File: config.mk
export PLATFORM = sky130hd
export DESIGN_NAME = gfd_scale
export DESIGN_NICKNAME = d
export VERILOG_FILES = /design/src/hdl/gfd_pkg.sv /design/src/hdl/gfd_scale.sv
export SDC_FILE = /design/constraint.sdc
export NUM_CORES = 2
export LEC_CHECK = 0
export BUFFER_PORTS_ARGS = -buffer_cell sky130_fd_sc_hd__buf_2
export CORE_ASPECT_RATIO = 0.6
export CORE_MARGIN = 4
export CORE_UTILIZATION = 39
export CTS_BUF_LIST = sky130_fd_sc_hd__clkbuf_8
export CTS_CLUSTER_SIZE = 28
export DETAILED_ROUTE_END_ITERATION = 10
export GPL_TIMING_DRIVEN = 0
export PLACE_DENSITY_LB_ADDON = 0.15
export SYNTH_ARGS = -nofsm -noshare
export SYNTH_HDL_FRONTEND = slang
export SYNTH_SLANG_ARGS = --single-unit
File: constraint.sdc
create_clock -name clk -period 11.2 [get_ports clk]
set_input_delay 0 -clock clk [delete_from_list [all_inputs] [get_ports clk]]
set_output_delay 0 -clock clk [all_outputs]
set_load 0.02 [all_outputs]
File: src/hdl/gfd_pkg.sv
// Shared types and constants of the grid finite-difference block.
package gfd_pkg;

  localparam int SAMPLE_W  = 32;
  localparam int MAG_W     = 33;
  localparam int ROW_W     = 16;
  localparam int OUT_COL_W = 10;
  localparam int CCOUNT_W  = 11;
  localparam int INV_W     = 32;
  localparam int CFG_IDX_W = 3;

  localparam logic [CFG_IDX_W-1:0] CFG_DIRECTION    = 3'd0;
  localparam logic [CFG_IDX_W-1:0] CFG_ROW_COUNT    = 3'd1;
  localparam logic [CFG_IDX_W-1:0] CFG_COL_COUNT    = 3'd2;
  localparam logic [CFG_IDX_W-1:0] CFG_INV_ROW_STEP = 3'd3;
  localparam logic [CFG_IDX_W-1:0] CFG_INV_COL_STEP = 3'd4;

  // Descriptor of one result as it travels down a scaling lane.
  typedef struct packed {
    logic                 v;
    logic                 k17;
    logic                 neg;
    logic                 last;
    logic [ROW_W-1:0]     row;
    logic [OUT_COL_W-1:0] col;
  } tag_t;

  typedef struct packed {
    tag_t                tag;
    logic [SAMPLE_W-1:0] slope;
  } result_t;

endpackage

File: src/hdl/gfd_scale.sv
// Scaling lane: magnitude times inverse step, rounding and saturation.
module gfd_scale (
  input  logic                      clk,
  input  logic                      rst_n,
  input  logic                      en,
  input  gfd_pkg::tag_t             tag_i,
  input  logic [gfd_pkg::MAG_W-1:0] mag_i,
  input  logic [gfd_pkg::INV_W-1:0] inv_i,
  output gfd_pkg::result_t          res_o
);

  localparam int MW = gfd_pkg::MAG_W;
  localparam int PW = MW + 16;
  localparam int FW = MW + 32;

  gfd_pkg::tag_t    tag1_r;
  gfd_pkg::tag_t    tag2_r;
  gfd_pkg::tag_t    tag3_r;
  gfd_pkg::result_t res_r;
  logic [MW-1:0]    mag_r;
  logic [PW-1:0]    pl_r;
  logic [PW-1:0]    ph_r;
  logic [FW-1:0]    p_r;

  logic [PW-1:0]    pl_nxt;
  logic [PW-1:0]    ph_nxt;
  logic [FW-1:0]    rnd;
  logic [FW-1:0]    p_nxt;
  logic [PW-1:0]    q;
  logic [gfd_pkg::SAMPLE_W-1:0] slope_nxt;

  // The product is split into two 33 x 16 partial products.
  always_comb begin
    pl_nxt = {16'b0, mag_r} * {{MW{1'b0}}, inv_i[15:0]};
    ph_nxt = {16'b0, mag_r} * {{MW{1'b0}}, inv_i[31:16]};
    rnd    = tag2_r.k17 ? FW'(65536) : FW'(32768);
    p_nxt  = {16'b0, pl_r} + {ph_r, 16'b0} + rnd;
    q      = tag3_r.k17 ? {1'b0, p_r[FW-1:17]} : p_r[FW-1:16];
    if (!tag3_r.neg) begin
      slope_nxt = (q > PW'(32'h7FFF_FFFF)) ? 32'h7FFF_FFFF : q[31:0];
    end else begin
      slope_nxt = (q > PW'(32'h8000_0000)) ? 32'h8000_0000 : 32'd0 - q[31:0];
    end
  end

  always_ff @(posedge clk) begin
    if (!rst_n) begin
      tag1_r.v    <= 1'b0;
      tag2_r.v    <= 1'b0;
      tag3_r.v    <= 1'b0;
      res_r.tag.v <= 1'b0;
    end else if (en) begin
      tag1_r      <= tag_i;
      mag_r       <= mag_i;
      tag2_r      <= tag1_r;
      pl_r        <= pl_nxt;
      ph_r        <= ph_nxt;
      tag3_r      <= tag2_r;
      p_r         <= p_nxt;
      res_r.tag   <= tag3_r;
      res_r.slope <= slope_nxt;
    end
  end

  assign res_o = res_r;

endmodule

# ---- Word level (Yosys, flattened, before mapping)
# Cells that the tools add are included.
dict set report totals {
  ff_bits 348
  input_bits 98
  out_inout_bits 62
  word_cells 42
}
dict set report op_classes {
  add_sub_neg 3
  mul 2
  n_lt_le_gt_ge 2
  mux 5
  reduce_logical 1
}
# operator count
set op_table {}
lappend op_table {{33-bit by 16-bit multiplier with 49-bit output} 2}
lappend op_table {{32-bit 2-to-1 mux} 3}
lappend op_table {{49-bit by 65-bit adder with 65-bit output} 1}
lappend op_table {{65-bit by 17-bit adder with 65-bit output} 1}
lappend op_table {{49-bit by 31-bit greater-than comparator with 1-bit output (second input constant)} 1}
lappend op_table {{49-bit by 32-bit greater-than comparator with 1-bit output (second input constant)} 1}
lappend op_table {{49-bit 2-to-1 mux} 1}
lappend op_table {{1-bit by 32-bit subtractor with 32-bit output (first input constant)} 1}
lappend op_table {{17-bit 2-to-1 mux} 1}
lappend op_table {{2-bit AND reduction} 1}

# ---- Longest topological paths before layout
dict set report logic_depth {
  ltp_word 4
  depth_mapped 25
  depth_no_buf 23
}

# ---- Least setup slack after synthesis
# Ideal clock, no wire load.
dict set report synth_timing {
  path_kind {input -> register}
  from {input port en}
  to {register mag_r[0], enable pin}
  t_arrival_ps 7340
  required_ps 10487
  setup_slack_ps 3147
  path_stages 2
  n_path_buf 1
  cell_sequence {clkbuf_1 > and2_1}
}
dict set report synth_between {
  elab_chain_cells 1
}
# element line_no
set synth_lines {}
lappend synth_lines {{start, declared} gfd_scale.sv:5} ;# input logic en,
lappend synth_lines {{2-bit AND reduction (no line)} -}
lappend synth_lines {{end signal, assigned} gfd_scale.sv:54} ;# mag_r <= mag_i;
lappend synth_lines {{end, declared} gfd_scale.sv:20} ;# logic [MW-1:0] mag_r;
# Every way passes these cells.
# A chain may end at the register's enable or synchronous reset.

# ---- Worst setup path in the final report
dict set report layout_timing {
  from {register mag_r[22]}
  to {register pl_r[48], data pin}
}
dict set report layout_between {
  elab_chain_cells 1
}
# element line_no
set layout_lines {}
lappend layout_lines {{33-bit by 16-bit multiplier with 49-bit output} gfd_scale.sv:34} ;# pl_nxt = {16'b0, mag_r} * {{MW{1'b0}}, inv_i[15:0]};
lappend layout_lines {{named net pl_nxt[48]} gfd_scale.sv:25} ;# logic [PW-1:0] pl_nxt;
lappend layout_lines {{end signal, assigned} gfd_scale.sv:56} ;# pl_r <= pl_nxt;
lappend layout_lines {{end, declared} gfd_scale.sv:21} ;# logic [PW-1:0] pl_r;
# The timed path passes the listed nets, and every way through them passes these cells.

==> flow_summary.ini <==
[outcome]
outcome = completed

[route]
wire_per_inst_um = 22.9
drt-vias-per-instance = 5.14
final_antenna_net_count = 0
firstDrtPassIters = 7
routed_wl_um = 154000
drc = 0
first_iter_violations = 3537
vias = 34571

[logic_synthesis]
syn_inst = 4757
synth_common_cells = 956 x inv_1, 865 x fa_1, 749 x nand2_1, 438 x and2_1, 313 x edfxtp_1
synth.most_common_cell = inv_1
synth-edff-count = 313
synth.area.top_cells = fa_1 37%, edfxtp_1 20%, ha_1 8.2%
ys.flop_type = edfxtp_1
yosys.area.top_type = fa_1
synth_top_area_share_pct = 37.2
syn_area_sq_um = 46600
ys_warn_count = 0
synth-seq-cells = 317
ys_seq_area_share_pct = 20.3
syn_nets = 6027
avgSynthCellArea_sq_um = 9.80
yosysUniqueCellTypes = 89
synthArstFlopShare_pct = 0

[clock_network]
post_cts_resized = 0
cts_tree = yes
path_clk_slew_ns = 0.06
cts-root-buf = clkbuf_8
cts_max_level = 2
postCtsSetupBuffers = 0
clk_latency_ns = 0.74
cts_sinks = 317
cts_buffers = 52
cts_buffer_depth = 3

[grt]
grt_remaining_overflow = 0
grt_pass1_wl_um = 232000
antenna_found_initial = 28
grt_pass1_vias = 35162
grt_max_degree = 71
grt_usage_pct = 25.3

[critical_path]
path_max_fanout = 10
reg2regPathDepth = 21
cp-start-kind = flip-flop
crit_type = flip-flop to flip-flop
r2r_end = pl_r[48]
r2r_start = mag_r[22]
cp_data_arrival_time_ns = 9.28
crit_path_end_kind = flip-flop
crit_required_ns = 11.58
r2r_slack_ns = 2.30

[sta]
post-route-period-util_pct = 79.4
setup_violations = 0
slew_viol_final = 0
hold_violations = 0
rsz0062_at_grt = false
clock_skew_ns = 0.0852
relSlewSlack_pct = 11.5
fmax_mhz = 112
worst_slew_pin_slew_ns = 1.33
finalSetupTns_ns = 0
hold_slack_ns = 0.0677
min_period_ns = 8.90

[placement]
place.gp.congestion = 0.964
port_buffers = 158
dp_hpwl_um = 127000

[hold_path]
worstHoldEndpoint = tag1_r[3]
worstHoldPathCells = 2
hold_path_class = primary input to flip-flop
hold_path_startpoint = tag_i[3]

[finish]
synthToLayoutAreaGrowth_pct = 11.2
nets = 6372
drive_above_1_share_pct = 5.37

[flow_run]
cap_violations = 0

[die]
dieArea_sq_um = 125000
die_h_um = 276
start_util_pct = 39.6
row_count = 97
fp.dieW_um = 454
fp.coreArea_sq_um = 118000
ioPinCount = 160
==> logic make-up after synthesis <==
| kind of cell | after synthesis | synth area share, % |
|---|---|---|
| DFF | 317 | 20.3 |
| AOI/OAI and AO/OA | 453 | 6.44 |
| xor gates and xnor gates | 118 | 2.22 |
| buffers and inverters | 1186 | 9.63 |
| muxes | 32 | 0.712 |
| adders and majority gates | 1172 | 45.4 |
| and+or+nand+nor | 1479 | 15.3 |
==> repair_timing <==
| action | CTS | global route |
|---|---|---|
| hold endpoints to repair | 82 | 0 |
| hold buffers | 128 | 0 |
| endpoints found under the setup margin | 0 | 0 |
==> how the worst max path moves through the flow <==
stage | start | endpoint | cells past startpoint | slack [ns]
global placement | en | mag_r[28] | 2 | -0.60
detailed placement | mag_r[5] | pl_r[48] | 23 | 2.47
finish | mag_r[22] | pl_r[48] | 21 | 2.30
global route | mag_r[5] | pl_r[48] | 23 | 2.02
floorplan | en | mag_r[0] | 2 | 3.15
CTS | mag_r[5] | pl_r[48] | 23 | 2.44
==> placed cells by master (no fill, tap or decap), types with 26 or more instances in the layout <==
master / Yosys / final
nand3_1: 32 / 32
dlygate4sd3_1: 0 / 128
xnor2_1: 71 / 71
clkbuf_1: 217 / 217
inv_1: 956 / 969
nand2_1: 749 / 749
fa_1: 865 / 865
and2_1: 438 / 437
buf_2: 6 / 164
nor2b_1: 26 / 26
edfxtp_1: 313 / 313
clkbuf_8: 0 / 52
a21o_1: 90 / 90
ha_1: 307 / 307
xor2_1: 47 / 47
o21ai_0: 84 / 84
nor2_1: 108 / 108
a21oi_1: 112 / 112
==> area by class of cell <==
type,instances,area (sq um)
fill,11600,65800
inverter,956,3590
sequential,317,9480
antenna,7,17.5
clock buffer,52,716
clock inverter,40,288
timing repair buffer,291,2210
tap,1584,1980
multi-input combinational,3254,32600
buffer,230,897
==> metal layers <==
layer | wire (um) | global-route usage, % | part of all wire [%]
met5 | 13 | 0 | 0.0084
met4 | 2200 | 3.63 | 1.4
met3 | 19300 | 9.23 | 13
met2 | 57900 | 33.3 | 38
met1 | 74700 | 39.9 | 48
==> sequential cells by signal, indices dropped and copies added (netlist names) <==
name    count
tag2_r     30
res_o      62
mag_r      33
tag1_r     30
tag3_r     30
pl_r       34
p_r        49
ph_r       49
==> per-stage QoR <==
stage	cell area [sq um]	util (%)	std cells	setup slack (ns)
detailed placement	49500	42.1	6504	2.47
global placement	49400	42.0	6499	-0.597
floorplan	46600	-	4757	3.15
global route	51800	44.1	6727	2.02
finish	51800	44.1	6731	2.30
CTS	51800	44.0	6724	2.44
==> worst max-delay path, stage by stage, from the launching register on <==
cell and delay (ns):
edfxtp_1 0.50, clkbuf_1 0.93, nand2_1 0.19, fa_1 0.57
fa_1 0.53, fa_1 0.52, inv_1 0.06, fa_1 0.48
fa_1 0.49, inv_1 0.05, fa_1 0.49, inv_1 0.05
ha_1 0.34, a21oi_1 0.23, o21ai_0 0.22, a221oi_1 0.61
nor2_1 0.15, nor4_2 0.49, a211oi_1 0.21, o21ai_1 0.50
mux2i_1 0.15, a2111oi_0 0.81
Power is not shown: default switching activity piles up to over one toggle a cycle in this logic, so the estimate is an artifact.
