`src/hdl/gfd_pkg.sv`:
```
// Shared types and constants of the grid finite-difference block.
package gfd_pkg;

  localparam int SAMPLE_W  = 32;
  localparam int MAG_W     = 33;
  localparam int ROW_W     = 16;
  localparam int OUT_COL_W = 10;
  localparam int CCOUNT_W  = 11;
  localparam int INV_W     = 32;
  localparam int CFG_IDX_W = 3;

  localparam logic [CFG_IDX_W-1:0] CFG_DIRECTION    = 3'd0;
  localparam logic [CFG_IDX_W-1:0] CFG_ROW_COUNT    = 3'd1;
  localparam logic [CFG_IDX_W-1:0] CFG_COL_COUNT    = 3'd2;
  localparam logic [CFG_IDX_W-1:0] CFG_INV_ROW_STEP = 3'd3;
  localparam logic [CFG_IDX_W-1:0] CFG_INV_COL_STEP = 3'd4;

  // Descriptor of one result as it travels down a scaling lane.
  typedef struct packed {
    logic                 v;
    logic                 k17;
    logic                 neg;
    logic                 last;
    logic [ROW_W-1:0]     row;
    logic [OUT_COL_W-1:0] col;
  } tag_t;

  typedef struct packed {
    tag_t                tag;
    logic [SAMPLE_W-1:0] slope;
  } result_t;

endpackage

```
`src/hdl/gfd_out.sv`:
```
// Output register pair that hands out up to two results per request in order.
module gfd_out (
  input  logic                         clk,
  input  logic                         rst_n,
  input  gfd_pkg::result_t             res_a,
  input  gfd_pkg::result_t             res_b,
  input  logic                         out_stall,
  output logic                         pipe_en,
  output logic                         out_valid,
  output logic [gfd_pkg::SAMPLE_W-1:0] out_slope,
  output logic [gfd_pkg::ROW_W-1:0]    out_row,
  output logic [gfd_pkg::OUT_COL_W-1:0] out_col,
  output logic                         out_last_of_grid
);

  gfd_pkg::result_t a_r;
  gfd_pkg::result_t b_r;
  gfd_pkg::result_t head;
  logic             take;

  always_comb begin
    out_valid = a_r.tag.v || b_r.tag.v;
    head      = a_r.tag.v ? a_r : b_r;
    take      = out_valid && !out_stall;
    // The pipeline moves only when the pair will be empty after this cycle.
    pipe_en   = !out_valid || (take && !(a_r.tag.v && b_r.tag.v));
  end

  always_ff @(posedge clk) begin
    if (!rst_n) begin
      a_r.tag.v <= 1'b0;
      b_r.tag.v <= 1'b0;
    end else if (pipe_en) begin
      a_r <= res_a;
      b_r <= res_b;
    end else if (take) begin
      if (a_r.tag.v) begin
        a_r.tag.v <= 1'b0;
      end else begin
        b_r.tag.v <= 1'b0;
      end
    end
  end

  assign out_slope        = head.slope;
  assign out_row          = head.tag.row;
  assign out_col          = head.tag.col;
  assign out_last_of_grid = head.tag.last;

endmodule

```
`config.mk`:
```
export PLATFORM = sky130hd
export DESIGN_NAME = gfd_out
export DESIGN_NICKNAME = d
export VERILOG_FILES = /design/src/hdl/gfd_pkg.sv /design/src/hdl/gfd_out.sv
export SDC_FILE = /design/constraint.sdc
export NUM_CORES = 1
export LEC_CHECK = 0
export BUFFER_PORTS_ARGS = -buffer_cell sky130_fd_sc_hd__buf_2
export CELL_PAD_IN_SITES_DETAIL_PLACEMENT = 1
export CELL_PAD_IN_SITES_GLOBAL_PLACEMENT = 2
export CORE_MARGIN = 10
export CORE_UTILIZATION = 36
export DETAILED_ROUTE_END_ITERATION = 12
export PLACE_DENSITY = 0.86
export SLEW_MARGIN = 20
export SYNTH_ARGS = -nofsm -noshare
export SYNTH_HDL_FRONTEND = slang
export SYNTH_SLANG_ARGS = --single-unit
```
`constraint.sdc`:
```
create_clock -name clk -period 20 [get_ports clk]
set_input_delay 1 -clock clk [delete_from_list [all_inputs] [get_ports clk]]
set_output_delay 1 -clock clk [all_outputs]
set_load 0.05 [all_outputs]
```
After elaboration in Yosys (flattened, before gate mapping)
Index checks and enable logic that the tools add are counted.
W data, S select, Z words.
{"block": "word_totals", "out_inout_bits": 61, "in_bits": 127, "ff_bits": 120}
{"block": "classes", "n_mux": 6, "eq_ne": 1, "n_reduce_logical": 11}
{"cell": "$mux W59", "count": 1}
{"cell": "$mux W1", "count": 5}
{"cell": "$reduce_and A2 Y1", "count": 2}
{"cell": "$logic_and A1 B1 Y1", "count": 3}
{"cell": "$logic_not A1 Y1", "count": 3}
{"cell": "$logic_or A1 B1 Y1", "count": 2}
{"cell": "$ne A2 B2 Y1 const B", "count": 1}
{"cell": "$reduce_bool A2 Y1", "count": 1}

Logic depth before layout (Yosys ltp)
Gate-level depths: netlist (run 1).
{"block": "depth", "word_depth": 6, "mapped_depth": 4, "ltp_nobuf": 2}

Worst setup path before layout (run 1)
No wires, ideal clock.
{"block": "synth_timing", "path_type": "input port to flip-flop", "from": "input port out_stall", "to": "register a_r[0] (netlist bit) (enable)", "path_stages": 2, "t_arrival_ps": 9816, "required_ps": 19230, "n_path_buf": 0, "path_slack_ps": 9414, "path_cell_list": "o21a_1 > a211oi_1"}
{"block": "synth_via", "elab_chain_cells": 5}
{"item": "from (decl)", "line": "gfd_out.sv:7", "text": "input logic out_stall,"}
{"item": "$logic_not A1 Y1", "line": "gfd_out.sv:24", "text": "take = out_valid && !out_stall;"}
{"item": "$logic_and A1 B1 Y1", "line": "gfd_out.sv:24"}
{"item": "$logic_and A1 B1 Y1", "line": "gfd_out.sv:26", "text": "pipe_en = !out_valid || (take && !(a_r.tag.v && b_r.tag.v));"}
{"item": "$logic_or A1 B1 Y1", "line": "gfd_out.sv:26"}
{"item": "$reduce_and A2 Y1 (no line)"}
{"item": "to (signal assigned)", "line": "gfd_out.sv:34", "text": "a_r <= res_a;"}
{"item": "to (decl)", "line": "gfd_out.sv:16", "text": "gfd_pkg::result_t a_r;"}
Every way passes these cells.
A chain may end at the register's enable or synchronous reset.

Final worst setup path (run 1)
{"block": "layout_timing", "from": "register a_r[61] (netlist bit)", "to": "output port out_last_of_grid"}
{"block": "layout_via", "elab_chain_cells": 1}
{"item": "$mux W59", "line": "gfd_out.sv:23", "text": "head = a_r.tag.v ? a_r : b_r;"}
{"item": "to (decl)", "line": "gfd_out.sv:13", "text": "output logic out_last_of_grid"}
Every way passes these cells.

==> results of run 1 <==
-- sequential cells by signal (all words and copies together) (netlist names) --
signal  cells
b_r        60
a_r        60
-- stage by stage --
stage | instances | total power (W) | hold WS [ns]
floorplan | 197 | 0.000395 | 0.455
global placement | 543 | 0.000417 | 0.482
detailed placement | 543 | 0.000421 | 0.533
CTS | 575 | 0.000709 | 0.547
global route | 575 | 0.000726 | 0.574
finish | 575 | 0.000699 | 0.541
-- worst max-delay path by stage --
stage / start / endpoint / slack, ns / cells after the start
final: a_r[61] / out_last_of_grid / 16.86 / 2
after detailed placement: out_stall / pipe_en / 17.20 / 4
after floorplan: out_stall / a_r[0] / 9.41 / 2
after CTS: a_r[61] / pipe_en / 16.77 / 3
after global routing: a_r[61] / pipe_en / 16.70 / 3
after global placement: out_stall / pipe_en / 17.17 / 4
-- worst max-delay path, stage by stage, from the launching register on --
cell,delay (ns)
sky130_fd_sc_hd__dfxtp_4,1.03
sky130_fd_sc_hd__mux2_2,0.41
sky130_fd_sc_hd__buf_2,0.21
-- final cells by class --
class / instances / area, um^2 / share of cell area, %
clock buffer: 17 / 425 / 6.90
clock inverter: 15 / 136 / 2.21
inverter: 1 / 3.75 / 0.0609
multi-input combinational: 69 / 872 / 14.1
sequential: 120 / 3590 / 58.2
tap: 168 / 210 / 3.41
timing repair buffer: 185 / 931 / 15.1
-- layer usage --
layer | routed length (um) | vias to the layer above | share of wire, % | track usage (%)
met5 | 0 | - | 0 | 0
met4 | 186 | 0 | 1.7 | 5.75
met3 | 1090 | 14 | 10 | 6.40
met2 | 5400 | 124 | 51 | 20.2
met1 | 4000 | 1233 | 37 | 12.9
li1 | - | 1179 | - | -
-- power by group through the flow --
stage	Clock, W	Combinational (W)	Sequential, W
2_1_floorplan	0	0.0000827	0.000312
3_3_place_gp	0	0.000105	0.000312
3_5_place_dp	0	0.000107	0.000314
4_1_cts	0.000293	0.000108	0.000309
5_1_grt	0.000304	0.000111	0.000310
6_report	0.000285	0.000106	0.000308
-- cell usage after synthesis --
cell type | number | area (um^2)
sky130_fd_sc_hd__a211oi_1 | 1 | 7.51
sky130_fd_sc_hd__a21oi_1 | 1 | 5.00
sky130_fd_sc_hd__mux2_2 | 24 | 270
sky130_fd_sc_hd__inv_1 | 1 | 3.75
sky130_fd_sc_hd__dfxtp_1 | 2 | 40.0
sky130_fd_sc_hd__o21a_1 | 2 | 15.0
sky130_fd_sc_hd__or2_2 | 1 | 6.26
sky130_fd_sc_hd__buf_2 | 2 | 10.0
sky130_fd_sc_hd__mux2_4 | 35 | 526
sky130_fd_sc_hd__o21ai_0 | 1 | 5.00
sky130_fd_sc_hd__edfxtp_1 | 118 | 3540
sky130_fd_sc_hd__o31a_1 | 1 | 8.76
sky130_fd_sc_hd__nand3_1 | 1 | 5.00
sky130_fd_sc_hd__buf_6 | 5 | 56.3
sky130_fd_sc_hd__a21boi_1 | 1 | 7.51
sky130_fd_sc_hd__nand2_1 | 1 | 3.75
-- cells by family after synthesis --
kind of cell | count (synthesis) | share of synthesized area (%)
flip-flops | 120 | 79.4
multiplexers | 59 | 17.6
buffers and inverters | 8 | 1.55
AO/OA/AOI/OAI | 7 | 1.08
AND/OR/NAND/NOR | 3 | 0.333
==> flow_summary.json, run 1 <==
{
  "run_status": "finished, final reports clean",
  "net-switching-power_w": 0.000185,
  "criticalPathCategory": "flop to output port",
  "cts_post_setup_buffers_inserted": 0,
  "io-pin-count": 188,
  "cts.path.max_buffers": 2,
  "post_synth_inst_count": 197,
  "rr_endpoint": "a_r[25]",
  "global_route.overflow_total": 0,
  "drive_gt1_share_pct": 67.8,
  "cts.repair.resized": 0,
  "detailedPlace.worstSlack_ns": 17.20,
  "sequential_group_share_of_total_power_pct": 44.0,
  "timing.final.crit_share_pct": 15.7,
  "viasPerCell": 4.43,
  "final_hold_vio_count": 0,
  "worstRegToRegCells": 3,
  "final_critical_path_setup_slack_ns": 16.86,
  "timing.hold.worst.start": "b_r[61]",
  "drv_slew": 0,
  "sw_frac_of_total_pct": 26.4,
  "power.density_cell_area_nw_per_um2": 113,
  "num_rows": 40,
  "synthesized_area_per_cell_um2": 22.9,
  "layout.cells.most_common_list": "sky130_fd_sc_hd__buf_2, sky130_fd_sc_hd__edfxtp_1, sky130_fd_sc_hd__mux2_4, sky130_fd_sc_hd__mux2_2, sky130_fd_sc_hd__clkbuf_16",
  "intPower_w": 0.000514,
  "post_cts_clock_slew_at_the_launch_and_capture_registers_of_the_worst_setup_and_hold_paths_ns": 0.05,
  "worst_min_path_class": "flop to flop",
  "regToRegStartpoint": "a_r[61]",
  "setup_violations": 0,
  "tightestPinTransition_ns": 1.07,
  "drcViolationCount": 0,
  "numClockSinks": 120,
  "ir_worst_vdd_mv": 0.0670,
  "final_util_pct": 50.7,
  "finalNetCount": 521,
  "first_global_vias": 2902,
  "cts_tree": "yes",
  "grt_first_pass_wirelength_mm": 16.3,
  "netlist_area_before_placement_um2": 4510,
  "ys_ff_latch": 120,
  "period_needed_ns": 3.14,
  "postRouteWirelength_mm": 10.7,
  "clk_root_buffer_cell": "sky130_fd_sc_hd__clkbuf_16",
  "synthDistinctLibCells": 16,
  "postSynthNetCount": 324,
  "coreArea_um2": 12200,
  "largest_net_degree_at_the_start_of_global_routing": 67,
  "number_of_cts_inserted_buffers": 17,
  "holdPathEnd": "b_r[61]",
  "nFillCells": 1224,
  "clock-skew-final_ns": 0.00435,
  "placed_cell_area_um2": 5600,
  "rsz0062_at_grt": "no",
  "synth-seq-area-share_pct": 79.4,
  "synth-warning-count": 0,
  "grt_usage_pct": 12.3,
  "io_buffers": 183,
  "timing.critical_path.fanout_max": 66,
  "layout_commonest_cell": "sky130_fd_sc_hd__buf_2",
  "chipWidth_um": 132,
  "via_count": 2550,
  "final_cell_area_um2": 6170,
  "worst_setup_path_end_kind": "output port",
  "drv_cap": 0,
  "cts.hold.buffers_added": 0,
  "power_frac_clock_pct": 40.8,
  "die_y_um": 132,
  "cts_max_level": 4,
  "antenna_found_initial": 0,
  "antenna_cells": 0,
  "regToRegSetupSlack_ns": 17.75,
  "routabilityCongestion": 0.677,
  "drt-pass1-iter-count": 4,
  "timing.fmax_mhz": 319,
  "die_area_um2": 17400,
  "clkLatencyLatePin_ns": 0.41,
  "postRouteAntennaNets": 0,
  "syn2layout_area_growth_pct": 36.6,
  "leakagePower_nw": 2.52,
  "initial_utilization_pct": 37.1,
  "timing.critical_path.required_ns": 19.00,
  "slew_hr_pct": 28.7,
  "timing.critical_path.from_type": "flop",
  "critical_path_arrival_ns": 2.14,
  "dp_hpwl_mm": 8.00,
  "power.combinational.fraction_pct": 15.1,
  "hold-path-cell-count": 1,
  "drt-initial-drc-count": 162,
  "post_drt_wl_per_cell_um": 18.6,
  "final.setup.tns_ns": 0
}
Power figures use the tool's default switching activity.
==> run 2, diff against run 1 <==
--- a/config.mk
+++ b/config.mk
@@ -5,13 +5,14 @@
 export SDC_FILE = /design/constraint.sdc
 export NUM_CORES = 1
 export LEC_CHECK = 0
+export ABC_AREA = 1
 export BUFFER_PORTS_ARGS = -buffer_cell sky130_fd_sc_hd__buf_2
 export CELL_PAD_IN_SITES_DETAIL_PLACEMENT = 1
 export CELL_PAD_IN_SITES_GLOBAL_PLACEMENT = 2
 export CORE_MARGIN = 10
-export CORE_UTILIZATION = 36
+export CORE_UTILIZATION = 30
 export DETAILED_ROUTE_END_ITERATION = 12
-export PLACE_DENSITY = 0.86
+export PLACE_DENSITY = 0.8
 export SLEW_MARGIN = 20
 export SYNTH_ARGS = -nofsm -noshare
 export SYNTH_HDL_FRONTEND = slang
==> constraint.sdc (replaced) <==
create_clock -name clk -period 2.9 [get_ports clk]
set_input_delay 0.145 -clock clk [delete_from_list [all_inputs] [get_ports clk]]
set_output_delay 0.145 -clock clk [all_outputs]
set_load 0.05 [all_outputs]
==> run 2 against run 1 <==
Net effect: first-iteration DRC count up 1.2%; non-clock buffer count up 125; critical path type is now flop to flop; count of clock-buffer cells in the layout up 1; via count up 40%.
==> flow_summary.json, run 2 <==
{
  "first_global_vias": 4051,
  "crit_cells": 7,
  "worst_min_path_class": "input pin to flop",
  "die_y_um": 142,
  "postRouteAntennaNets": 0,
  "drcViolationCount": 0,
  "viasPerCell": 4.25,
  "synthDistinctLibCells": 11,
  "io-pin-count": 188,
  "critical_path_arrival_ns": 2.45,
  "syn2layout_area_growth_pct": 65.2,
  "cts.path.max_buffers": 2,
  "synthesized_area_per_cell_um2": 13.7,
  "cp_num_buf_inv": 3,
  "drt-initial-drc-count": 164,
  "routabilityCongestion": 0.702,
  "io_buffers": 183,
  "grt_usage_pct": 14.4,
  "synth-warning-count": 0,
  "initial_utilization_pct": 30.7,
  "critical_path.most_common_cell": "sky130_fd_sc_hd__dlygate4sd3_1",
  "number_of_cts_inserted_buffers": 17,
  "yosys.area.top_type_share_pct": 79.5,
  "clk_root_buffer_cell": "sky130_fd_sc_hd__clkbuf_16",
  "ys_ff_latch": 120,
  "timing.final.crit_share_pct": 74.7,
  "finalNetCount": 769,
  "grt_first_pass_wirelength_mm": 22.3,
  "numClockSinks": 120,
  "synth-seq-area-share_pct": 80.4,
  "ys_async_sr_fraction_pct": 0,
  "chipWidth_um": 142,
  "ir_worst_vdd_mv": 0.350,
  "synth.most_common_cell": "sky130_fd_sc_hd__nand2_1",
  "netlist_area_before_placement_um2": 4460,
  "post_cts_clock_slew_at_the_launch_and_capture_registers_of_the_worst_setup_and_hold_paths_ns": 0.05,
  "timing.critical_path.from": "a_r[61]",
  "clock-skew-final_ns": 0.00632,
  "yosys-top-cells-count": "sky130_fd_sc_hd__nand2_1, sky130_fd_sc_hd__edfxtp_1, sky130_fd_sc_hd__buf_6",
  "postSynthNetCount": 453,
  "nFillCells": 1544,
  "timing.critical_path.required_ns": 3.19,
  "num_rows": 44,
  "global_route.overflow_total": 0,
  "synth_enable_flop_cells": 118,
  "placed_cell_area_um2": 5550,
  "post-synth-top-area-cell": "sky130_fd_sc_hd__edfxtp_1",
  "post_synth_inst_count": 326,
  "worstSetupEndpoint": "a_r[61]",
  "setup_violations": 0,
  "rr_endpoint": "a_r[61]",
  "layout_top_registers": "a_r (60), b_r (60)",
  "cts.repair.resized": 0,
  "cts_post_setup_buffers_inserted": 0,
  "regToRegStartpoint": "a_r[61]",
  "layout.cells.most_common_list": "sky130_fd_sc_hd__buf_2, sky130_fd_sc_hd__nand2_1, sky130_fd_sc_hd__dlygate4sd3_1, sky130_fd_sc_hd__edfxtp_1, sky130_fd_sc_hd__clkbuf_16",
  "layout_commonest_cell": "sky130_fd_sc_hd__buf_2",
  "clkLatencyLatePin_ns": 0.41,
  "via_count": 3567,
  "power.density_cell_area_nw_per_um2": 697,
  "timing.fmax_mhz": 462,
  "coreArea_um2": 14500,
  "run_status": "finished, final reports clean",
  "post_drt_wl_per_cell_um": 17.2,
  "drt-pass1-iter-count": 4,
  "dp_hpwl_mm": 8.80,
  "cts_max_level": 4,
  "period_needed_ns": 2.17,
  "final_hold_vio_count": 0,
  "synth_area_leaders": "sky130_fd_sc_hd__edfxtp_1, sky130_fd_sc_hd__nand2_1, sky130_fd_sc_hd__buf_6, sky130_fd_sc_hd__buf_4, sky130_fd_sc_hd__dfxtp_1",
  "timing.critical_path.fanout_max": 30,
  "final_cell_area_um2": 7370,
  "antenna_found_initial": 2,
  "die_area_um2": 20100,
  "regToRegSetupSlack_ns": 0.73,
  "leakagePower_nw": 3.28,
  "postRouteWirelength_mm": 14.5,
  "cts_tree": "yes",
  "rsz0062_at_grt": "no",
  "max_stage_delay_ns": 0.54,
  "drv_cap": 0,
  "worst_setup_path_end_kind": "flop",
  "cpMaxStageDelayCell": "sky130_fd_sc_hd__dlygate4sd3_1",
  "tightestPinTransition_ns": 0.666,
  "final.setup.tns_ns": 0,
  "path_cells": "inv_8, nand2_4, nand2_2, nand3_1, dlygate4sd3_1, nand2_1, dlygate4sd3_1",
  "synth_ff_type": "sky130_fd_sc_hd__edfxtp_1",
  "drv_slew": 0,
  "largest_net_degree_at_the_start_of_global_routing": 69,
  "timing.critical_path.from_type": "flop",
  "slew_hr_pct": 55.6,
  "drive_gt1_share_pct": 33.8,
  "worstRegToRegCells": 7,
  "cell_family_with_the_largest_share_of_critical_path_delay": "buffers and inverters",
  "criticalPathCategory": "flop to flop"
}
## run 2: worst min-delay path by stage
stage | from | end | slack (ns) | cells after the start
after global routing | rst_n | b_r[61] | 0.06 | 3
after global placement | res_a[47] | a_r[47] | 0.32 | 1
after detailed placement | res_a[18] | a_r[18] | 0.32 | 1
final | rst_n | b_r[61] | 0.08 | 3
after CTS | rst_n | b_r[61] | 0.05 | 3
after floorplan | res_a[0] | a_r[0] | 0.24 | 0
## run 2: cell type report
cell class	count	area (um^2)	area share, %
flip-flops and latches	120	3580	48.7
diodes	2	5.00	0.0679
well taps	184	230	3.12
inverters	4	22.5	0.306
clock buffers	18	429	5.82
clock inverters	12	159	2.16
multi-input cells	189	751	10.2
repair buffers	310	2190	29.7
## run 2: worst register-to-register path: stages (launching register included)
cell,delay (ns)
sky130_fd_sc_hd__dfxtp_2,0.51
sky130_fd_sc_hd__inv_8,0.15
sky130_fd_sc_hd__nand2_4,0.12
sky130_fd_sc_hd__nand2_2,0.08
sky130_fd_sc_hd__nand3_1,0.06
sky130_fd_sc_hd__dlygate4sd3_1,0.54
sky130_fd_sc_hd__nand2_1,0.05
sky130_fd_sc_hd__dlygate4sd3_1,0.54
## run 2: logic make-up (layout without fill, tap and decap cells)
group / Yosys count / in the layout / synth area share (%)
AOI/OAI and AO/OA: 2 / 2 / 0.224
DFF: 120 / 120 / 80.4
and+or+nand+nor: 187 / 187 / 16.1
other: 0 / 2 / 0
buffers and inverters: 17 / 344 / 3.28
## run 2: per-layer routing
metal	GRT usage [%]	up-vias	routed length (um)
li1	-	1733	-
met1	15.2	1689	5600
met2	25.3	126	7610
met3	5.81	19	1010
met4	5.54	0	227
met5	0	-	0
## run 2: per-stage QoR
stage | worst slack (ns) | total power [W] | utilization [%] | hold WS, ns | std cells
after global routing | 0.617 | 0.00534 | 50.7 | 0.0638 | 839
after CTS | 0.721 | 0.00519 | 50.7 | 0.0506 | 837
after detailed placement | 1.00 | 0.00292 | 38.2 | 0.323 | 685
after floorplan | -0.0763 | 0.00268 | - | 0.244 | 326
final | 0.735 | 0.00513 | 50.7 | 0.0767 | 839
after global placement | 1.06 | 0.00290 | 38.2 | 0.321 | 685
## run 2: where the power goes
| part | internal, W | switching (W) |
|---|---|---|
| registers | 0.00206 | 0.0000361 |
| clock network | 0.00141 | 0.000705 |
| logic | 0.000290 | 0.000638 |
## run 2: timing repair
action	4_1_cts	5_1_grt
hold buffers	122	0
setup endpoints to repair	0	0
hold endpoints to repair	120	0
